`src/design/multicam_ground_color_classifier_macros.svh`:
```
// Assertion macros for the ground color classifier.
`ifndef MULTICAM_GROUND_COLOR_CLASSIFIER_MACROS_SVH
`define MULTICAM_GROUND_COLOR_CLASSIFIER_MACROS_SVH
`ifndef SYNTHESIS
`define MGC_ASSERT_IMP(label, clk, rstn, ante, cons) \
    label: assert property (@(posedge clk) disable iff (!rstn) (ante) |-> (cons)) \
        else $error("assertion failed");
`define MGC_ASSERT_NEXT(label, clk, rstn, ante, cons) \
    label: assert property (@(posedge clk) disable iff (!rstn) (ante) |=> (cons)) \
        else $error("assertion failed");
`else
`define MGC_ASSERT_IMP(label, clk, rstn, ante, cons)
`define MGC_ASSERT_NEXT(label, clk, rstn, ante, cons)
`endif
`endif

```
`src/design/mgcc_pkg.sv`:
```
// Shared types and constants for the ground color classifier.
package mgcc_pkg;
    localparam int NUM_CAMS  = 8;
    localparam int NUM_PAIRS = NUM_CAMS * (NUM_CAMS - 1) / 2;

    localparam logic [2:0] REG_MATCH  = 3'd0;
    localparam logic [2:0] REG_LIGHT  = 3'd1;
    localparam logic [2:0] REG_WHITE  = 3'd2;
    localparam logic [2:0] REG_COUNT  = 3'd3;
    localparam logic [2:0] REG_ENC    = 3'd4;
    localparam logic [2:0] REG_FLOOR  = 3'd5;

    localparam logic [1:0] ENC_RGB  = 2'd0;
    localparam logic [1:0] ENC_BGR  = 2'd1;
    localparam logic [1:0] ENC_MONO = 2'd2;

    localparam logic [1:0] CLS_NONE     = 2'd0;
    localparam logic [1:0] CLS_GROUND   = 2'd1;
    localparam logic [1:0] CLS_OBSTACLE = 2'd2;
    localparam logic [1:0] CLS_WHITE    = 2'd3;

    typedef logic [NUM_CAMS-1:0][23:0] pix_arr_t;

    typedef struct packed {
        logic [17:0] match_th;
        logic [7:0]  light_th;
        logic [7:0]  white_th;
        logic [3:0]  cam_count;
        logic [15:0] enc;
        logic [3:0]  hit_floor;
    } cfg_t;

    // Pair index p of (i,j), i<j, j*(j-1)/2 + i.
    function automatic logic [2:0] pair_lo(input int p);
        int n;
        n = 0;
        for (int j = 1; j < NUM_CAMS; j++)
            for (int i = 0; i < j; i++) begin
                if (n == p) return 3'(i);
                n++;
            end
        return 3'd0;
    endfunction

    function automatic logic [2:0] pair_hi(input int p);
        int n;
        n = 0;
        for (int j = 1; j < NUM_CAMS; j++)
            for (int i = 0; i < j; i++) begin
                if (n == p) return 3'(j);
                n++;
            end
        return 3'd0;
    endfunction

    function automatic logic [23:0] decode(input logic [23:0] px, input logic [1:0] enc);
        logic [23:0] res;
        res = '0;
        case (enc)
            ENC_RGB:  res = px;
            ENC_BGR:  res = {px[7:0], px[15:8], px[23:16]};
            ENC_MONO: res = {px[7:0], px[7:0], px[7:0]};
            default:  res = '0;
        endcase
        return res;
    endfunction
endpackage

```
`src/design/mgcc_pair_lane.sv`:
```
// One pair lane: squared distance compare of two camera samples.
module mgcc_pair_lane
    import mgcc_pkg::*;
(
    input  logic        aclk,
    input  logic        en,
    input  logic [23:0] px_a,
    input  logic [23:0] px_b,
    input  logic [17:0] match_th,
    output logic        hit
);
    logic [7:0]  d0, d1, d2;
    logic [17:0] sum;
    logic        hit_reg;

    always_comb begin
        d0 = (px_a[7:0] > px_b[7:0]) ? px_a[7:0] - px_b[7:0] : px_b[7:0] - px_a[7:0];
        d1 = (px_a[15:8] > px_b[15:8]) ? px_a[15:8] - px_b[15:8]
                                       : px_b[15:8] - px_a[15:8];
        d2 = (px_a[23:16] > px_b[23:16]) ? px_a[23:16] - px_b[23:16]
                                         : px_b[23:16] - px_a[23:16];
        sum = 18'(16'(d0) * 16'(d0)) + 18'(16'(d1) * 16'(d1)) + 18'(16'(d2) * 16'(d2));
    end

    always_ff @(posedge aclk) begin
        if (en) begin
            hit_reg <= sum < match_th;
        end
    end

    assign hit = hit_reg;
endmodule

```
`config.mk`:
```
export PLATFORM = sky130hd
export DESIGN_NAME = mgcc_pair_lane
export DESIGN_NICKNAME = d
export VERILOG_FILES = /design/src/design/multicam_ground_color_classifier_macros.svh /design/src/design/mgcc_pkg.sv /design/src/design/mgcc_pair_lane.sv
export SDC_FILE = /design/constraint.sdc
export NUM_CORES = 1
export LEC_CHECK = 0
export ABC_CLOCK_PERIOD_IN_PS = 15100
export BUFFER_PORTS_ARGS = -buffer_cell sky130_fd_sc_hd__buf_2
export CAP_MARGIN = 20
export CORE_AREA = 2 2 160 84
export DETAILED_ROUTE_END_ITERATION = 6
export DIE_AREA = 0 0 162 86
export GPL_TIMING_DRIVEN = 0
export PLACE_DENSITY = 0.83
export SLEW_MARGIN = 20
export SYNTH_ARGS = -nofsm -noshare
export SYNTH_HDL_FRONTEND = slang
export SYNTH_SLANG_ARGS = --single-unit
```
`constraint.sdc`:
```
create_clock -name aclk -period 15.1 [get_ports aclk]
set_input_delay 3.02 -clock aclk [delete_from_list [all_inputs] [get_ports aclk]]
set_output_delay 3.02 -clock aclk [all_outputs]
set_load 0.005 [all_outputs]
```
* Word-level counts from Yosys, hierarchy flattened *
Index checks and enable logic that the tools add are counted.

operators by class
  $add $sub $neg = 8
  multipliers = 3
  order comparisons = 4
  mux-type cells = 3

operator list
  operator                                      count
  8-bit by 8-bit multiplier with 16-bit output  3
  8-bit subtractor                              6
  8-bit > comparator                            3
  8-bit 2-to-1 mux                              3
  17-bit by 16-bit adder with 18-bit output     1
  18-bit < comparator                           1
  16-bit by 16-bit adder with 17-bit output     1

word-level totals
  bits in registers = 1
  input bits = 68

* Depth between registers and ports, before layout *
Gate-level depths: netlist of run 1.

  word-level depth = 6
  gate-level depth with buffers = 38

* Worst setup path before layout of run 1 *
OpenSTA, ideal clock, no wires.

  path kind = input -> register
  start point = input px_b[16]
  end point = register hit_reg, in the netlist hit (data pin)
  setup time = 0.129 ns
  arrival time = 11.336 ns
  required time = 14.971 ns
  setup slack = 3.635 ns
  cell stages on the path = 33
  buffers on the path = 0
  cells stage by stage = inv_1 ha_1 inv_1 fa_1 a21o_1 a21oi_1 o21ai_0 o21a_1 o31ai_1 inv_1 nand2_1 fa_1 fa_1 inv_1 fa_1 fa_1 fa_1 fa_1 inv_1 fa_1 inv_1 ha_1 a21o_1 a21oi_1 o211ai_1 a221oi_1 o21ai_0 xor2_1 ha_1 a21o_1 a211o_1 a211oi_1 a21o_1

between the ends
  word-level cells in the longest chain between the ends = 5
  elaborated cells on any way between the ends = 7

ends and longest elaborated chain
  item                                              line                  text
  from (decl)                                       mgcc_pair_lane.sv:8   input logic [23:0] px_b,
  8-bit subtractor (tied with other cells)          mgcc_pair_lane.sv:21  : px_b[23:16] - px_a[23:16];
  8-bit 2-to-1 mux (*)                              mgcc_pair_lane.sv:20  d2 = (px_a[23:16] > px_b[23:16]) ? px_a[23:16] - px_b[23:16]
  8-bit by 8-bit multiplier with 16-bit output (*)  mgcc_pair_lane.sv:22  sum = 18'(16'(d0) * 16'(d0)) + 18'(16'(d1) * 16'(d1)) + 18'(16'(d2) * 16'(d2));
  17-bit by 16-bit adder with 18-bit output (*)     mgcc_pair_lane.sv:22
  18-bit < comparator (*)                           mgcc_pair_lane.sv:27  hit_reg <= sum < match_th;
  to (signal assigned)                              mgcc_pair_lane.sv:27
  to (decl)                                         mgcc_pair_lane.sv:14  logic hit_reg;

Mark *: on every way between the ends. The rest lies on a longest branch, timed or not.
A chain may end at the register's enable or synchronous reset.

* Worst setup path in the final report of run 1 *
  start point = input px_a[0]
  end point = register hit_reg, in the netlist hit (data pin)

between the ends
  word-level cells in the longest chain between the ends = 6
  elaborated cells on any way between the ends = 8

ends and longest elaborated chain
  item                                                    line                  text
  from (decl)                                             mgcc_pair_lane.sv:7   input logic [23:0] px_a,
  8-bit subtractor or 8-bit > comparator (tied branches)  mgcc_pair_lane.sv:17  d0 = (px_a[7:0] > px_b[7:0]) ? px_a[7:0] - px_b[7:0] : px_b[7:0] - px_a[7:0];
  8-bit 2-to-1 mux (*)                                    mgcc_pair_lane.sv:17
  8-bit by 8-bit multiplier with 16-bit output (*)        mgcc_pair_lane.sv:22
  16-bit by 16-bit adder with 17-bit output (*)           mgcc_pair_lane.sv:22
  17-bit by 16-bit adder with 18-bit output (*)           mgcc_pair_lane.sv:22
  18-bit < comparator (*)                                 mgcc_pair_lane.sv:27

Marked as above.

==> results of run 1 <==
## how the worst min path moves through the flow
stage / from / end / cells past startpoint
final: en / hit / 1
after CTS: en / hit / 1
after global routing: en / hit / 1
after global placement: en / hit / 1
after detailed placement: en / hit / 1
after floorplan: en / hit / 0
## through the flow
step | util [%] | instance area, um^2 | std cells | setup WS [ns]
6_report | 67.7 | 8400 | 1168 | 2.03
2_1_floorplan | - | 7840 | 930 | 3.64
5_1_grt | 67.7 | 8400 | 1168 | 1.61
3_3_place_gp | 67.6 | 8390 | 1168 | 2.06
4_1_cts | 67.7 | 8400 | 1168 | 2.26
3_5_place_dp | 67.7 | 8400 | 1168 | 2.28
## metal layers
layer	routed length, um	track usage, %	vias to the layer above
met1	8170	38.8	2913
met5	0	0	-
li1	-	-	2992
met2	6800	37.3	163
met4	34	0.724	0
met3	1280	4.35	4
## final cells by class
type | instances | area, um^2 | share of cell area (%)
multi-input combinational | 627 | 6670 | 79.4
buffer | 14 | 66.3 | 0.790
tap | 170 | 213 | 2.53
inverter | 288 | 1080 | 12.9
sequential | 1 | 30.0 | 0.358
timing repair buffer | 68 | 340 | 4.05
## cells in the mapped netlist (3+ instances only)
library cell  count
nand4_1           9
nand2_1          23
a21oi_1          48
a211oi_1          4
o21bai_1         10
xor2_1           12
o22ai_1           3
inv_1           283
o221ai_1          3
and2_1            8
nor2b_1           4
inv_2             5
nand3_1           5
a21o_1           17
mux2i_1          13
clkbuf_1          5
xnor2_1          22
or2_1             5
o211ai_1          3
o21ai_0          20
or2_2             3
buf_2             8
a221oi_1          6
o21a_1            5
fa_1            139
nand2b_1         16
and3_1            3
ha_1            141
nor2_1           75
## critical path, delay by kind of cell
kind            cells  cell delay [ns]
compound gates     12             3.25
xor+xnor            2             0.91
fa+ha+maj          11             4.62
buf+inv             9             0.72
mux                 1             0.15
simple gates        1             0.25
## kinds of logic (layout without fill, tap and decap cells)
| family | count (synthesis) | after routing |
|---|---|---|
| buffers and inverters | 302 | 370 |
| xor gates and xnor gates | 35 | 35 |
| and+or+nand+nor | 162 | 162 |
| AOI/OAI and AO/OA | 136 | 136 |
| muxes | 14 | 14 |
| DFF | 1 | 1 |
| adders and majority gates | 280 | 280 |
==> qor.yml, run 1 <==
place:
  gp_congestion: 0.903
  hpwl_um: 15000
  portBuffers: 68
layout:
  fillers: 1068
  antennaDiodeCount: 0
  area_delta_synth_final_pct: 7.12
  nets: 1348
  final_common_cell: "inv_1"
  drive_gt1_share_pct: 9.72
  final_cell_mix: "inv_1, ha_1, fa_1"
  largest_register_ffs: 1
die:
  initial_core_util_pct: 63.2
  io_pins: 69
  fp.dieH_um: 86
  die-area_mm2: 0.0139
  core_area_mm2: 0.0124
  rows: 29
  die_w_um: 162
sta:
  tns_ns: 0
  period_minus_slack_ns: 13.07
  hold_violations: 0
  slew_viol_final: 0
  hold_slack_ns: 3.22
  fmax_ghz: 0.0765
  timing.final.crit_share_pct: 86.5
  relSlewSlack_pct: 31.6
  setup_viol: 0
  rsz0062_at_grt: "no"
  worst_pin_slew_ns: 0.997
clock_tree:
  post_cts_buffers: 0
  cts_hold_buf: 0
  ctsResizeCount: 0
  clk_pin_slew_worst_paths_ns: 0
drt:
  wirelength_um: 16300
  drt_iter0_drc: 337
  dr.pass1.iters: 5
  vias: 6072
  viasPerCell: 5.20
  drtAntennaViolNets: 0
  route.detailed.drc: 0
  avgRoutedWirePerCell_um: 13.9
setup_path:
  crit_type: "input pin to flop"
  crit_path_end: "hit"
  endpoint_kind: "flop"
  critPathSlowestCell: "xnor2_1"
  setup.worst_path.start: "px_a[0]"
  cpPeakStageDelay_ns: 0.73
  cp-start-kind: "input pin"
  crit_fanout: 10
  arrival_ns: 12.93
  crit_top_cell: "fa_1"
  worstPathRequired_ns: 14.97
synth:
  synthArstFlopShare_pct: 0
  synth_top_family_by_area: "adder cells"
  synth_compound_area_share_pct: 11.1
  synth.avg_cell_area_um2: 8.43
  synth_area_mm2: 0.00784
  synth-xor-area-share_pct: 4.01
  synthesis.nets: 1278
  synth-edff-count: 1
  yosysTopAreaCell: "fa_1"
  ys_ff_latch: 1
  yosys_most_used_dff: "edfxtp_1"
  yosysWarnings: 0
  synthTopCellsByArea: "fa_1, ha_1, inv_1"
  synth_top_cell_area_share_pct: 35.5
  seq_area_frac_synth_pct: 0.383
  yosysUniqueCellTypes: 56
  synth_cells: 930
  yosys.area_share.simple_pct: 10.1
  synthAdderAreaFrac_pct: 58.0
  synthMuxAreaShare_pct: 1.80
global_route:
  grt_max_degree: 11
  grt_usage_pct: 24.6
  gr-total-overflow: 0
  grt_pass1_wl_um: 28200
  grt_pass1_vias: 6153
  grt_antenna_before_repair: 0
job:
  max-cap-violations: 0
worst_hold_path:
  min_path_type: "input pin to flop"
status:
  status: "finished clean"
Power of run 1 is left out: the tool's default activity adds up to more than one toggle a clock period on the data nets, which glitch-free logic cannot reach.
==> run 2, diff against run 1 <==
ABC_AREA = 1   (was not set)
ABC_CLOCK_PERIOD_IN_PS = 13800   (was 15100)
BUFFER_PORTS_ARGS = not set   (was -buffer_cell sky130_fd_sc_hd__buf_2)
CORE_AREA = 2 2 167 87   (was 2 2 160 84)
DIE_AREA = 0 0 169 89   (was 0 0 162 86)
DONT_BUFFER_PORTS = 1   (was not set)
PLACE_DENSITY = 0.8   (was 0.83)
clock period = 13.8 ns   (was 15.1 ns; I/O delays follow)
==> qor.yml, run 2 <==
die:
  core_area_mm2: 0.0134
  die-area_mm2: 0.0150
  rows: 30
  fp.dieH_um: 89
  die_w_um: 169
  io_pins: 69
  initial_core_util_pct: 64.6
synth:
  synth_cells: 1171
  yosysMostFrequentCell: "inv_1"
  ys_ff_latch: 1
  yosysWarnings: 0
  yosysUniqueCellTypes: 39
  synth.avg_cell_area_um2: 7.41
  synth_top_cell_area_share_pct: 32.1
  synth_area_mm2: 0.00868
  synth_top_cells_by_count: "inv_1, nand2_1, ha_1, fa_1, nor2_1"
  yosys_most_used_dff: "edfxtp_1"
  yosys.area_share.simple_pct: 22.1
  synthArstFlopShare_pct: 0
  yosysTopAreaCell: "fa_1"
  synthAdderAreaFrac_pct: 52.4
  synth_compound_area_share_pct: 6.39
  synth-xor-area-share_pct: 2.72
  synth-edff-count: 1
  seq_area_frac_synth_pct: 0.346
  synthesis.nets: 1519
  synthTopCellsByArea: "fa_1, ha_1, inv_1"
  synth_top_family_by_area: "adder cells"
  synthMuxAreaShare_pct: 0
drt:
  vias: 6992
  dr.pass1.iters: 5
  avgRoutedWirePerCell_um: 13.9
  route.detailed.drc: 0
  drtAntennaViolNets: 0
  wirelength_um: 18700
  viasPerCell: 5.19
  drt_iter0_drc: 387
setup_path:
  crit_fanout: 9
  critPathSlowestCell: "fa_1"
  arrival_ns: 10.66
  cp-start-kind: "input pin"
  crit_type: "input pin to flop"
  cpPeakStageDelay_ns: 0.58
  crit_top_cell: "nand2_1"
  worstPathRequired_ns: 13.53
  endpoint_kind: "flop"
clock_tree:
  post_cts_buffers: 0
  ctsResizeCount: 0
  clk_pin_slew_worst_paths_ns: 0
  cts_hold_buf: 0
layout:
  nets: 1521
  antennaDiodeCount: 0
  final_common_cell: "inv_1"
  stdcell_count: 1347
  area_delta_synth_final_pct: 2.54
  final_cell_mix: "inv_1, nand2_1, ha_1"
  drive_gt1_share_pct: 8.80
  largest_register_ffs: 1
sta:
  setup_viol: 0
  slew_viol_final: 0
  worst_pin_slew_ns: 0.493
  period_minus_slack_ns: 10.92
  hold_slack_ns: 2.87
  hold_violations: 0
  fmax_ghz: 0.0916
  rsz0062_at_grt: "no"
  tns_ns: 0
  timing.final.crit_share_pct: 79.1
  relSlewSlack_pct: 67.1
job:
  max-cap-violations: 0
place:
  hpwl_um: 17200
  place_inst: 1347
  gp_congestion: 0.916
  portBuffers: 0
global_route:
  gr-total-overflow: 0
  grt_antenna_before_repair: 0
  grt_max_degree: 11
  grt_pass1_vias: 7311
  grt_pass1_wl_um: 32700
  grt_usage_pct: 26.8
status:
  status: "finished clean"
worst_hold_path:
  min_path_type: "input pin to flop"
-- run 2: cell count changes after synthesis, moves of 15 or more --
cell and change:
nor2_2 +16, nand2b_1 -16, nand2_4 +15, nand2_2 +22
nand3_1 +32, nand2_1 +181, inv_1 +47
-- run 2: logic make-up after synthesis --
logic type,after synthesis
and+or+nand+nor,413
DFF,1
xor gates and xnor gates,27
buffers and inverters,360
adders and majority gates,280
AOI/OAI and AO/OA,90
-- run 2: path summary, 6_finish.rpt --
check                 cells past startpoint      from   to  slack [ns]
worst max-delay path                     39  px_a[16]  hit        2.88
worst min-delay path                      0        en  hit        2.87
-- run 2: layer usage --
layer	up-vias	global-route usage (%)	share of wire [%]
met5	-	0	0
li1	3450	-	-
met4	0	4.58	1.8
met3	30	3.05	6.7
met2	229	48.9	45
met1	3283	35.8	47
-- run 2: layout make-up --
class	count	area, um^2
multi-input combinational	810	7260
fill	1149	4540
inverter	352	1340
tap	176	220
buffer	8	56.3
sequential	1	30.0
-- run 2: stage by stage --
step	cell area [um^2]	setup WS, ns	util [%]
detailed placement	8900	2.93	66.2
CTS	8900	2.91	66.2
finish	8900	2.88	66.2
global placement	8900	3.07	66.2
global route	8900	2.24	66.2
floorplan	8680	3.84	-
-- run 2: critical path: cells and delay by family --
family | cells | cell delay, ns
AND/OR/NAND/NOR | 20 | 2.29
adder cells (fa/ha/maj) | 11 | 4.79
buffers and inverters | 7 | 0.55
AO/OA/AOI/OAI | 1 | 0.22
Power of run 2 is left out for the same reason.
==> run 3, diff against run 2 <==
ABC_CLOCK_PERIOD_IN_PS = 9600   (was 13800)
CORE_AREA = 2 2 171 89   (was 2 2 167 87)
DIE_AREA = 0 0 173 91   (was 0 0 169 89)
clock period = 9.6 ns   (was 13.8 ns; I/O delays follow)
==> qor.yml, run 3 (synthesis gave the netlist of run 2 again) <==
sta:
  period_minus_slack_ns: 9.47
  worst_pin_slew_ns: 0.387
  setup_viol: 0
  slew_viol_final: 0
  hold_violations: 0
  relSlewSlack_pct: 74.0
  hold_slack_ns: 2.03
  fmax_ghz: 0.106
  setup_ws_ns: 0.125
  timing.final.crit_share_pct: 98.7
global_route:
  gr-total-overflow: 0
  grt_antenna_before_repair: 0
  grt_usage_pct: 27.3
  grt_pass1_wl_um: 35200
  grt_pass1_vias: 7499
  grt_max_degree: 11
worst_hold_path:
  min_path_type: "input pin to flop"
place:
  hpwl_um: 17700
  portBuffers: 0
  gp_congestion: 0.929
  pre_cts_slack_ns: -0.546
setup_path:
  endpoint_kind: "flop"
  crit_fanout: 6
  cpPeakStageDelay_ns: 0.55
  crit_type: "input pin to flop"
  cp-start-kind: "input pin"
  critPathSlowestCell: "fa_1"
  crit_top_cell: "fa_1"
  arrival_ns: 9.21
  worstPathRequired_ns: 9.34
drt:
  avgRoutedWirePerCell_um: 15.8
  dr.pass1.iters: 5
  route.detailed.drc: 0
  wirelength_um: 22600
  drtAntennaViolNets: 0
  drt_iter0_drc: 556
  vias: 7573
  viasPerCell: 5.27
job:
  max-cap-violations: 0
layout:
  area_delta_synth_final_pct: 17.4
  seq_area_um2: 30.0
  multi_input_area_mm2: 0.00796
  antennaDiodeCount: 0
  drive_gt1_share_pct: 23.8
  nets: 1588
  fillers: 1086
  final_cell_mix: "inv_1, nand2_1, fa_1"
  largest_register_ffs: 1
  final_common_cell: "inv_1"
status:
  status: "finished clean"
clock_tree:
  clk_pin_slew_worst_paths_ns: 0
  cts_hold_buf: 0
die:
  fp.dieH_um: 91
  io_pins: 69
  rows: 31
  initial_core_util_pct: 61.1
  core_area_mm2: 0.0142
  die_w_um: 173
  die-area_mm2: 0.0157
[run 3: layout make-up]
| class | instances | share of cell area [%] |
|---|---|---|
| multi-input cells | 812 | 78.1 |
| inverters | 352 | 13.5 |
| repair buffers | 65 | 4.97 |
| well taps | 198 | 2.43 |
| plain buffers | 8 | 0.663 |
| flip-flops and latches | 1 | 0.295 |
[run 3: path summary, 6_finish.rpt]
kind	to	startpoint	slack (ns)	cells after the start
setup / recovery	hit	px_a[16]	0.13	37
hold / removal	hit	en	2.03	0
[run 3: what timing repair did]
item                                    CTS  global route
buffers inserted                         31            34
pin swaps                                34            76
endpoints found under the setup margin    1             1
cloned                                    1             1
resized for setup                        76           127
[run 3: metal layers]
| layer | wire, um | vias to the layer above | track usage, % |
|---|---|---|---|
| met5 | 0 | - | 0 |
| met4 | 179 | 0 | 2.47 |
| met3 | 2160 | 17 | 5.07 |
| met2 | 10100 | 311 | 41.9 |
| met1 | 10100 | 3651 | 41.4 |
| li1 | - | 3594 | - |
[run 3: through the flow]
step	util (%)	setup TNS [ns]	cells	cell area (um^2)
global route	71.8	-0.0926	1436	10200
detailed placement	62.9	-0.546	1369	8930
global placement	62.9	-0.517	1369	8930
floorplan	-	0	1171	8680
CTS	66.7	0	1401	9470
finish	71.8	0	1436	10200
[run 3: worst max-delay path: cells and delay by family]
family	cells	cell delay, ns
buffers and inverters	8	0.62
and+or+nand+nor	13	1.36
xor gates and xnor gates	1	0.15
adders and majority gates	11	4.60
AOI/OAI and AO/OA	4	0.56
Power of run 3 is left out for the same reason.
