### src/design/multicam_ground_color_classifier_macros.svh
// Assertion macros for the ground color classifier.
`ifndef MULTICAM_GROUND_COLOR_CLASSIFIER_MACROS_SVH
`define MULTICAM_GROUND_COLOR_CLASSIFIER_MACROS_SVH
`ifndef SYNTHESIS
`define MGC_ASSERT_IMP(label, clk, rstn, ante, cons) \
    label: assert property (@(posedge clk) disable iff (!rstn) (ante) |-> (cons)) \
        else $error("assertion failed");
`define MGC_ASSERT_NEXT(label, clk, rstn, ante, cons) \
    label: assert property (@(posedge clk) disable iff (!rstn) (ante) |=> (cons)) \
        else $error("assertion failed");
`else
`define MGC_ASSERT_IMP(label, clk, rstn, ante, cons)
`define MGC_ASSERT_NEXT(label, clk, rstn, ante, cons)
`endif
`endif

### src/design/mgcc_pkg.sv
// Shared types and constants for the ground color classifier.
package mgcc_pkg;
    localparam int NUM_CAMS  = 8;
    localparam int NUM_PAIRS = NUM_CAMS * (NUM_CAMS - 1) / 2;

    localparam logic [2:0] REG_MATCH  = 3'd0;
    localparam logic [2:0] REG_LIGHT  = 3'd1;
    localparam logic [2:0] REG_WHITE  = 3'd2;
    localparam logic [2:0] REG_COUNT  = 3'd3;
    localparam logic [2:0] REG_ENC    = 3'd4;
    localparam logic [2:0] REG_FLOOR  = 3'd5;

    localparam logic [1:0] ENC_RGB  = 2'd0;
    localparam logic [1:0] ENC_BGR  = 2'd1;
    localparam logic [1:0] ENC_MONO = 2'd2;

    localparam logic [1:0] CLS_NONE     = 2'd0;
    localparam logic [1:0] CLS_GROUND   = 2'd1;
    localparam logic [1:0] CLS_OBSTACLE = 2'd2;
    localparam logic [1:0] CLS_WHITE    = 2'd3;

    typedef logic [NUM_CAMS-1:0][23:0] pix_arr_t;

    typedef struct packed {
        logic [17:0] match_th;
        logic [7:0]  light_th;
        logic [7:0]  white_th;
        logic [3:0]  cam_count;
        logic [15:0] enc;
        logic [3:0]  hit_floor;
    } cfg_t;

    // Pair index p of (i,j), i<j, j*(j-1)/2 + i.
    function automatic logic [2:0] pair_lo(input int p);
        int n;
        n = 0;
        for (int j = 1; j < NUM_CAMS; j++)
            for (int i = 0; i < j; i++) begin
                if (n == p) return 3'(i);
                n++;
            end
        return 3'd0;
    endfunction

    function automatic logic [2:0] pair_hi(input int p);
        int n;
        n = 0;
        for (int j = 1; j < NUM_CAMS; j++)
            for (int i = 0; i < j; i++) begin
                if (n == p) return 3'(j);
                n++;
            end
        return 3'd0;
    endfunction

    function automatic logic [23:0] decode(input logic [23:0] px, input logic [1:0] enc);
        logic [23:0] res;
        res = '0;
        case (enc)
            ENC_RGB:  res = px;
            ENC_BGR:  res = {px[7:0], px[15:8], px[23:16]};
            ENC_MONO: res = {px[7:0], px[7:0], px[7:0]};
            default:  res = '0;
        endcase
        return res;
    endfunction
endpackage

### src/design/mgcc_merge.sv
// Merge stage: pick first matching pair, average color, classify.
module mgcc_merge
    import mgcc_pkg::*;
(
    input  logic                 aclk,
    input  logic                 en,
    input  logic [NUM_PAIRS-1:0] pair_hit,
    input  logic [NUM_CAMS-1:0]  mask,
    input  pix_arr_t             px,
    input  cfg_t                 cfg,
    output logic [1:0]           point_class,
    output logic [7:0]           red,
    output logic [7:0]           green,
    output logic [7:0]           blue
);
    logic        found;
    logic [2:0]  sel_a, sel_b;
    logic [23:0] ca, cb;
    logic [7:0]  r, g, b;
    logic [3:0]  hits;
    logic        found_reg, obst_reg;
    logic [7:0]  r_reg, g_reg, b_reg;
    logic [9:0]  tot;
    logic [7:0]  mean;
    logic [7:0]  dr, dg, db;

    always_comb begin
        found = 1'b0;
        sel_a = '0;
        sel_b = '0;
        for (int p = 0; p < NUM_PAIRS; p++) begin
            if (!found && pair_hit[p]) begin
                found = 1'b1;
                sel_a = pair_lo(p);
                sel_b = pair_hi(p);
            end
        end
        hits = '0;
        for (int k = 0; k < NUM_CAMS; k++)
            hits = hits + 4'(mask[k]);
        ca = decode(px[sel_a], cfg.enc[2*sel_a +: 2]);
        cb = decode(px[sel_b], cfg.enc[2*sel_b +: 2]);
        r = 8'((9'(ca[7:0]) + 9'(cb[7:0])) >> 1);
        g = 8'((9'(ca[15:8]) + 9'(cb[15:8])) >> 1);
        b = 8'((9'(ca[23:16]) + 9'(cb[23:16])) >> 1);
    end

    always_ff @(posedge aclk) begin
        if (en) begin
            found_reg <= found;
            obst_reg  <= hits > cfg.hit_floor;
            r_reg     <= found ? r : '0;
            g_reg     <= found ? g : '0;
            b_reg     <= found ? b : '0;
        end
    end

    always_comb begin
        tot  = 10'(r_reg) + 10'(g_reg) + 10'(b_reg);
        // divide by three: multiply by 683 and drop 11 bits, exact for sums below 2048
        mean = 8'((20'(tot) * 20'd683) >> 11);
        dr = (r_reg > mean) ? r_reg - mean : mean - r_reg;
        dg = (g_reg > mean) ? g_reg - mean : mean - g_reg;
        db = (b_reg > mean) ? b_reg - mean : mean - b_reg;
        if (found_reg) begin
            if (mean > cfg.light_th && dr < cfg.white_th && dg < cfg.white_th
                && db < cfg.white_th)
                point_class = CLS_WHITE;
            else
                point_class = CLS_GROUND;
        end else if (obst_reg) begin
            point_class = CLS_OBSTACLE;
        end else begin
            point_class = CLS_NONE;
        end
    end

    assign red   = r_reg;
    assign green = g_reg;
    assign blue  = b_reg;
endmodule

### config.mk
export PLATFORM = sky130hd
export DESIGN_NAME = mgcc_merge
export DESIGN_NICKNAME = d
export VERILOG_FILES = /design/src/design/multicam_ground_color_classifier_macros.svh /design/src/design/mgcc_pkg.sv /design/src/design/mgcc_merge.sv
export SDC_FILE = /design/constraint.sdc
export NUM_CORES = 1
export LEC_CHECK = 0
export ABC_AREA = 1
export CAP_MARGIN = 10
export CORE_MARGIN = 10
export CORE_UTILIZATION = 51
export CTS_CLUSTER_DIAMETER = 80
export DETAILED_ROUTE_END_ITERATION = 6
export DONT_BUFFER_PORTS = 1
export GPL_ROUTABILITY_DRIVEN = 0
export GPL_TIMING_DRIVEN = 0
export PLACE_DENSITY = 0.75
export SLEW_MARGIN = 10
export SYNTH_ARGS = -nofsm -noshare
export SYNTH_HDL_FRONTEND = slang
export SYNTH_SLANG_ARGS = --single-unit
### constraint.sdc
create_clock -name aclk -period 12 [get_ports aclk]
set_input_delay 0.6 -clock aclk [delete_from_list [all_inputs] [get_ports aclk]]
set_output_delay 0.6 -clock aclk [all_outputs]
set_load 0.02 [all_outputs]
Yosys cells after proc, flatten, opt, wreduce, memory -nomap -nowiden
Cells that the tools add are included.
{ "word_totals": {"ff_bits": 26, "latchBits": 0, "out_inout_bits": 26, "memories": 0, "romBits": 0, "word_cells": 10544, "inputBits": 288, "ram_bits": 0} }
{ "op_classes": {"bitwise": 0, "muxes": 9725, "n_reduce_logical": 86, "order_cmp": 10, "eq_ne": 349, "n_mul": 1, "div": 0, "n_addsub": 366, "n_shift": 2} }
{ "op_table": {"columns": ["cell", "n"], "rows": [
  ["$mux W32", 2207],
  ["$add A32 B2 Y32 const B", 348],
  ["$mux W3", 3139],
  ["$mux W1", 4354],
  ["$eq A32 B5 Y1 const B", 124],
  ["$eq A32 B4 Y1 const B", 86],
  ["$eq A32 B6 Y1 const B", 60],
  ["$eq A32 B3 Y1 const B", 49],
  ["$logic_not A32 Y1", 27],
  ["$eq A32 B2 Y1 const B", 26],
  ["$bmux W24 S3", 2],
  ["$pmux W24 S3", 2],
  ["$mux W24", 2],
  ["$sub A8 B8 Y8", 6],
  ["$add A8 B8 Y9", 4],
  ["$gt A8 B8 Y1", 4],
  ["$shiftx A16 B5 Y2", 2],
  ["$logic_and A1 B1 Y1", 30],
  ["$logic_not A1 Y1", 27],
  ["$mux W2", 13],
  ["$lt A8 B8 Y1", 3],
  ["$mux W8", 3],
  ["$mul A10 B10 Y19 const B", 1],
  ["$add A4 B1 Y4", 4],
  ["other kinds (11)", 16]
]} }

Longest topological paths before layout
Gate-level depths: netlist of run 1.
{ "logic_depth": {"ltp_word": 493, "mapped_depth": 61, "depth_no_buf": 61} }

Least setup slack after synthesis of run 1
No wires, ideal clock.
{ "synth_timing": {"path_type": "reg-to-output", "start": "reg r_reg[1], in the netlist red[1]", "end": "out point_class[1]", "arrival_time_ps": 9382, "path_stages_with_launch": 62, "path_slack_ps": 2018, "path_cell_list": "edfxtp_1 -> inv_1 -> fa_1 -> inv_1 -> ha_1 -> inv_1 -> fa_1 -> o21ai_0 -> a21oi_1 -> inv_1 -> a21oi_1 -> xor2_1 -> ha_1 -> ha_1 -> inv_1 -> fa_1 -> inv_1 -> fa_1 -> [26 not listed] -> o211ai_1 -> nand2_1 -> inv_1 -> nand2_1 -> nand2_1 -> xor2_1 -> inv_1 -> ha_1 -> nand2_1 -> nor2_1 -> a211oi_1 -> o21bai_1 -> a21o_1 -> a31oi_1 -> o221ai_1 -> a21oi_1 -> nand2_1 -> nand2_1"} }
{ "synth_between": {"elab_chain_cells": 11, "word_cells_on_any_way": 24, "cone_classes": "8 x add/sub; 1 x mul; 7 x order compare; 5 x mux; 3 x reduce/logical"} }
{ "synth_rtl": {"columns": ["element", "line_no", "source"], "rows": [
  ["start, declared", "mgcc_merge.sv:22", "logic [7:0] r_reg, g_reg, b_reg;"],
  ["start signal, assigned", "mgcc_merge.sv:52", "r_reg <= found ? r : '0;"],
  ["$add A8 B8 Y9", null, null],
  ["$add A9 B8 Y10", null, null],
  ["$mul A10 B10 Y19", null, null],
  ["$sub A8 B8 Y8 or $gt A8 B8 Y1 (tied branches)", null, null],
  ["$mux W8", null, null],
  ["$lt A8 B8 Y1", null, null],
  ["$logic_and A1 B1 Y1 (2 in series)", null, null],
  ["$logic_and A1 B1 Y1 *", null, null],
  ["$mux W2 * (2 in series)", null, null],
  ["end, declared", "mgcc_merge.sv:11", "output logic [1:0] point_class,"]
]} }
Every way passes the cells marked *; elsewhere a longest branch is shown, timed or not.

Worst setup path after layout of run 1
{ "layout_timing": {"start": "reg b_reg[1], in the netlist blue[1]", "end": "out point_class[1]"} }
{ "layout_between": {"elab_chain_cells": 10, "word_cells_on_any_way": 23, "cone_classes": "7 x add/sub; 1 x mul; 7 x order compare; 5 x mux; 3 x reduce/logical"} }
{ "layout_rtl": {"columns": ["element", "line_no", "source"], "rows": [
  ["start, declared", "mgcc_merge.sv:22", null],
  ["start signal, assigned", "mgcc_merge.sv:54", "b_reg <= found ? b : '0;"],
  ["$add A9 B8 Y10", null, null],
  ["$mul A10 B10 Y19", null, null],
  ["$sub A8 B8 Y8 or $gt A8 B8 Y1 (tied branches)", null, null],
  ["$mux W8", null, null],
  ["$lt A8 B8 Y1", null, null],
  ["$logic_and A1 B1 Y1 (2 in series)", null, null],
  ["$logic_and A1 B1 Y1 *", null, null],
  ["$mux W2 * (2 in series)", null, null]
]} }
Marked as above.

==> summary.md, run 1 <==
| Metric | Value |
|---|---|
| Core area | `23470 sq um` |
| Syn Area/Cell | `between 6 and 7 sq um` |
| Most used cell, CP | `nand2_1` |
| Crit path launch type | `register` |
| Nets | `2488` |
| Final Hold Viols | `0` |
| Global routing usage on met2 | `between 40% and 50%` |
| Dominant synthesized flop cell | `edfxtp_1` |
| DR vias/cell | `around 6` |
| Iter 0 DRT Violations | `1579` |
| Initial antenna violation count | `1` |
| Grt met1 use | `between 30% and 40%` |
| Cells after Synth | `roughly 2000` |
| H-tree Lvls | `1` |
| Final Max Tran Viols | `0` |
| Die H | `around 170 um` |
| Clk root buf | `clkbuf_16` |
| Via count | `13983` |
| Overall routing resource usage | `approximately 29%` |
| Sink Count | `26` |
| Post-synth EDFFs | `26` |
| Status | `completed` |
| Yosys warns | `0` |
| Die ar. | `30510 sq um` |
| Largest stage delay on the critical path | `0.64 ns` |
| Die Span X | `174.7 um` |
| RSZ-0062 raised after global routing | `false` |
| WL final | `~46 mm` |
| Worst slew pin tran | `between 0.7 and 0.8 ns` |
| Synthesis-stage register bit count | `26` |
| Routed Antenna Nets | `0` |
| Max Cap Viol | `0` |
| Seq/Total Area, Yosys | `under 10%` |
| Clock Path Buffers | `2` |
| Normalized max-slew margin | `between 40% and 50%` |
| Dpl hpwl | `between 30 and 40 mm` |
| First-pass GRT wire length | `about 72 mm` |
| Area growth syn-to-layout | `5.414%` |
| Standard-cell rows | `56` |
| Met3 Track Usage GR | `around a tenth` |
| Layout cell share with drive strength beyond 1 | `under 10%` |
| 1st-pass router iterations | `7` |
| Post-Route Setup TNS | `0 ns` |
| Fmax | `around 90 MHz` |
| Busiest grt layer | `met2` |
| Hold_buf cts | `0` |
| CTS tree | `built` |
| Vias in the first global route | `between 10000 and 15000` |
| Pin count of the biggest net entering global routing | `27` |
| CP max stage cell | `edfxtp_1` |
| Critical Path AT | `10.57 ns` |
| Critical path class | `reg2out` |
| Unique masters post-synth | `65` |
| Port-buffer cells | `0` |
| Setup-failing EPs final | `0` |
| DRC | `0` |
| Syn nets | `roughly 2500` |
| Reg clk slew, reported paths | `roughly 0.060 ns` |
| Wire per inst | `about 20 um` |
| Total gr overflow | `0` |
| Post-Syn Area | `roughly 12000 sq um` |
| Top Ports | `approximately 310` |
| CP max FO | `8` |
| Crit path required time | `about 11 ns` |
| Fin crit share | `between 90% and 100%` |
| Total CTS buffers | `3` |
| Hold crit path type | `in2reg` |
| Initial Util | `~52%` |
| Post-synth ARST share | `0%` |
| Min Tclk post-route | `11.17 ns` |
| Critical Path End Type | `primary output` |
-- cells in the mapped netlist, types with 5 or more instances --
cell	count	area, sq um
nand2_1	483	1813
inv_1	320	1201
ha_1	156	1952
nor2_1	154	578.1
nand3_1	148	740.7
o21ai_0	144	720.7
a21oi_1	115	575.6
fa_1	39	780.8
clkbuf_1	33	123.9
xor2_1	32	280.3
buf_2	27	135.1
edfxtp_1	26	780.8
o211ai_1	25	187.7
nand2_2	24	150.1
o22ai_1	24	150.1
o21ai_1	21	105.1
nand3_2	15	150.1
a22o_1	14	122.6
buf_6	12	135.1
nand3b_1	11	82.58
nand4_1	11	68.82
a32o_1	10	100.1
inv_2	10	37.54
xnor2_1	10	87.58
a211oi_1	9	67.56
a31oi_1	9	56.30
nor2_4	8	90.09
nor3_1	8	40.04
or2_2	8	50.05
buf_4	7	52.55
o21bai_1	7	52.55
o21a_1	6	45.04
o311ai_0	5	43.79
-- timing repair --
item	CTS	global route
cloned	0	0
hold endpoints to repair	0	0
buffers inserted	0	3
pin swaps	0	2
endpoints found under the setup margin	1	1
resized for setup	1	24
-- critical path, delay by kind of cell, from the launching register on --
kind | cells | cell delay, ns
DFF | 1 | 0.64
and+or+nand+nor | 19 | 1.74
AOI/OAI and AO/OA | 15 | 2.13
xor gates and xnor gates | 3 | 0.60
buffers and inverters | 13 | 1.02
adders and majority gates | 11 | 4.14
-- placed cells by master, fill, tap and decap left out, types with 5 or more instances in the layout --
| master | netlist | layout |
|---|---|---|
| o21a_1 | 6 | 6 |
| fa_1 | 39 | 39 |
| xor2_1 | 32 | 29 |
| o311ai_0 | 5 | 5 |
| nor3_1 | 8 | 6 |
| buf_2 | 27 | 27 |
| clkbuf_1 | 33 | 33 |
| a21oi_1 | 115 | 115 |
| inv_2 | 10 | 15 |
| a211oi_1 | 9 | 9 |
| a31oi_1 | 9 | 9 |
| o22ai_1 | 24 | 24 |
| nand3b_1 | 11 | 11 |
| o21ai_1 | 21 | 22 |
| nand3_1 | 148 | 148 |
| inv_1 | 320 | 315 |
| o211ai_1 | 25 | 25 |
| nand3_2 | 15 | 15 |
| buf_6 | 12 | 12 |
| buf_4 | 7 | 10 |
| ha_1 | 156 | 152 |
| o21bai_1 | 7 | 7 |
| nand2_2 | 24 | 29 |
| a32o_1 | 10 | 10 |
| xnor2_1 | 10 | 9 |
| nor2_1 | 154 | 154 |
| o21ai_0 | 144 | 142 |
| or2_2 | 8 | 8 |
| nor2_4 | 8 | 8 |
| nand4_1 | 11 | 11 |
| edfxtp_1 | 26 | 26 |
| a22o_1 | 14 | 14 |
| nand2_1 | 483 | 478 |
-- path summary, 6_finish.rpt --
kind              cells past startpoint                 end  slack (ns)                  start
setup / recovery                     61      point_class[1]        0.83  blue[1]$_SDFFCE_PN0P_
hold / removal                        0  obst_reg$_DFFE_PP_        0.46                     en
-- routing by layer --
layer / part of all wire, % / routed length [um]
met1: 35 / 16370
met2: 45 / 20940
met3: 13 / 5843
met4: 7.1 / 3323
met5: 0 / 0
-- stage by stage --
step                      util, %  hold slack, ns  setup slack [ns]  instance area, sq um  instances
final                       54.80          0.4598            0.8321                 12860       2325
after global routing        54.79          0.4462          0.008323                 12860       2324
after CTS                   54.16          0.4541            0.1085                 12710       2320
after detailed placement    53.68          0.7172            0.2039                 12600       2316
after global placement      53.68          0.7171            0.4239                 12600       2316
after floorplan                 -          0.7125             2.018                 12200       1997
-- area by class of cell --
class                   count  area, sq um
diodes                      2        5.005
plain buffers              85        491.7
clock buffers               3        75.07
clock inverters             1        30.03
fillers                  2365        10610
inverters                 331         1242
multi-input cells        1555         9816
flip-flops and latches     26        780.7
well taps                 319        399.1
repair buffers              3        22.52
-- cell families after synthesis --
logic type                 synth area share (%)
and+or+nand+nor                           33.19
xor gates and xnor gates                  3.148
AOI/OAI and AO/OA                         20.49
muxes                                    0.1641
buffers and inverters                     14.21
adders and majority gates                 22.40
DFF                                       6.399
Power of run 1 is not shown: default switching activity piles up to over one toggle a cycle in this logic, so the estimate is an artifact.
==> inputs of run 2 (changes only) <==
clock period = 10.7 ns   (was 12 ns; I/O delays follow)
==> summary.md, run 2 (synthesis gave the netlist of run 1 again) <==
| Metric | Value |
|---|---|
| Status | `completed` |
| Critical Path AT | `10.10 ns (-0.47 ns)` |
| Routed Antenna Nets | `0 (unchanged)` |
| Via count | `14110 (+0.91%)` |
| First-pass GRT wire length | `72.62 mm (+0.95%)` |
| Hold depth | `0 (unchanged)` |
| Min Tclk post-route | `around 11 ns` |
| CP max stage cell | `edfxtp_1` |
| Initial antenna violation count | `1 (unchanged)` |
| Fmax | `94.05 MHz` |
| Die Span X | `174.7 um (unchanged)` |
| RSZ-0062 raised after global routing | `true` |
| Critical path class | `reg2out` |
| Port-buffer cells | `0 (unchanged)` |
| Layout cell share with drive strength beyond 1 | `11.96% (+3.8 points)` |
| CTS tree | `built` |
| Most common cell after layout, fill and taps aside | `nand2_1` |
| Fin crit share | `roughly 99%` |
| Worst hold endpoint | `obst_reg$_DFFE_PP_` |
| Die ar. | `30510 sq um (unchanged)` |
| 1st-pass router iterations | `7 (unchanged)` |
| Worst slew pin tran | `0.7894 ns (+0.006459 ns)` |
| Die H | `174.7 um (unchanged)` |
| Hold crit path type | `in2reg` |
| Final Max Tran Viols | `0 (unchanged)` |
| Clock Path Buffers | `2 (unchanged)` |
| Overall routing resource usage | `28.95% (+0.29 points)` |
| Initial Util | `51.98% (unchanged)` |
| Standard-cell rows | `56 (unchanged)` |
| Core Util, Final | `56.91% (+2.1 points)` |
| Dpl hpwl | `39.11 mm (unchanged)` |
| Layout fillers | `2272 (-3.9%)` |
| Crit path launch type | `register` |
| Sink Count | `26 (unchanged)` |
| Multi-input logic area | `10150 sq um (+3.4%)` |
| Hold_buf cts | `0 (unchanged)` |
| Crit path required time | `10.17 ns (-1.23 ns)` |
| Largest stage delay on the critical path | `0.66 ns (+0.02 ns)` |
| Non-filler cells, final | `2344 (+0.82%)` |
| Sequential cell area | `780.7 sq um (unchanged)` |
| Vias in the first global route | `13566 (+0.91%)` |
| Core area | `23470 sq um (unchanged)` |
| Wire per inst | `20.24 um (+1.2%)` |
| Most frequent cells in the layout | `nand2_1 (466), inv_1 (303), nor2_1 (152)` |
| Total CTS buffers | `3 (unchanged)` |
| Area growth syn-to-layout | `9.486%` |
| Reg clk slew, reported paths | `0.06 ns (about the same)` |
| Top Ports | `314 (unchanged)` |
| CP max FO | `6 (-2)` |
| Normalized max-slew margin | `47.37% (-0.43 points)` |
| Setup-failing EPs final | `0 (unchanged)` |
| Final Hold Viols | `0 (unchanged)` |
| Placed Cells | `2316 (unchanged)` |
| Pin count of the biggest net entering global routing | `27 (unchanged)` |
| Most used cell, CP | `nand2_2` |
| DR vias/cell | `6.020 (about the same)` |
| Nets | `2507 (+0.76%)` |
| WL final | `47.44 mm (+2.1%)` |
| Max Cap Viol | `0 (unchanged)` |
| Total gr overflow | `0 (unchanged)` |
| Iter 0 DRT Violations | `1508 (-4.5%)` |
| Critical Path End Type | `primary output` |
| Hold_sp | `en` |
| DRC | `0 (unchanged)` |
| H-tree Lvls | `1 (unchanged)` |
| Clk root buf | `clkbuf_16` |
| Worst hold margin | `0.3948 ns (-0.06493 ns)` |
## run 2: changes by cell type in the layout (fill, tap and decap cells not counted), moves of 8 or more
cell,change
inv_1,-12
inv_2,+8
nand2_1,-12
ha_1,-11
a21oi_1,-10
nand2_2,+9
ha_4,+11
a21oi_2,+10
buf_4,+19
## run 2: how the worst max path moves through the flow
stage | slack [ns] | start | end
2_1_floorplan | 0.78 | red[1]$_SDFFCE_PN0P_ | point_class[1]
4_1_cts | 0.007 | green[1]$_SDFFCE_PN0P_ | point_class[1]
6_report | 0.07 | blue[1]$_SDFFCE_PN0P_ | point_class[1]
3_3_place_gp | -0.81 | green[1]$_SDFFCE_PN0P_ | point_class[1]
3_5_place_dp | -1.03 | green[1]$_SDFFCE_PN0P_ | point_class[1]
5_1_grt | -0.38 | blue[1]$_SDFFCE_PN0P_ | point_class[1]
## run 2: final cells by class
| cell class | instances | area share (%) |
|---|---|---|
| buffer | 84 | 3.653 |
| tap | 319 | 2.988 |
| clock inverter | 1 | 0.2248 |
| clock buffer | 3 | 0.5620 |
| inverter | 331 | 9.375 |
| timing repair buffer | 23 | 1.321 |
| sequential | 26 | 5.844 |
| multi-input combinational | 1555 | 75.99 |
| antenna | 2 | 0.03746 |
## run 2: layer usage
| metal | vias up | GRT usage (%) | routed length (um) |
|---|---|---|---|
| li1 | 6637 | - | - |
| met1 | 6337 | 31.50 | 16700 |
| met2 | 907 | 49.02 | 21780 |
| met3 | 229 | 9.485 | 5815 |
| met4 | 0 | 15.61 | 3148 |
| met5 | - | 0 | 0 |
## run 2: stage by stage
| step | setup TNS (ns) | instance area (sq um) | worst slack [ns] |
|---|---|---|---|
| final | 0 | 13360 | 0.06790 |
| after global routing | -0.3776 | 13360 | -0.3776 |
| after CTS | 0 | 12980 | 0.007454 |
| after detailed placement | -1.031 | 12600 | -1.031 |
| after global placement | -0.8111 | 12600 | -0.8111 |
| after floorplan | 0 | 12200 | 0.7834 |
## run 2: critical path, delay by kind of cell, from the launching register on
family	cells	cell delay, ns
fa+ha+maj	11	3.78
simple gates	17	1.45
compound gates	17	2.53
buf+inv	14	1.07
xor+xnor	2	0.33
flops	1	0.66
## run 2: repair_timing
action / CTS / global route
endpoints found under the setup margin: 1 / 1
pin swaps: 11 / 50
buffers inserted: 7 / 16
resized for setup: 42 / 62
Power of run 2 is left out for the same reason.
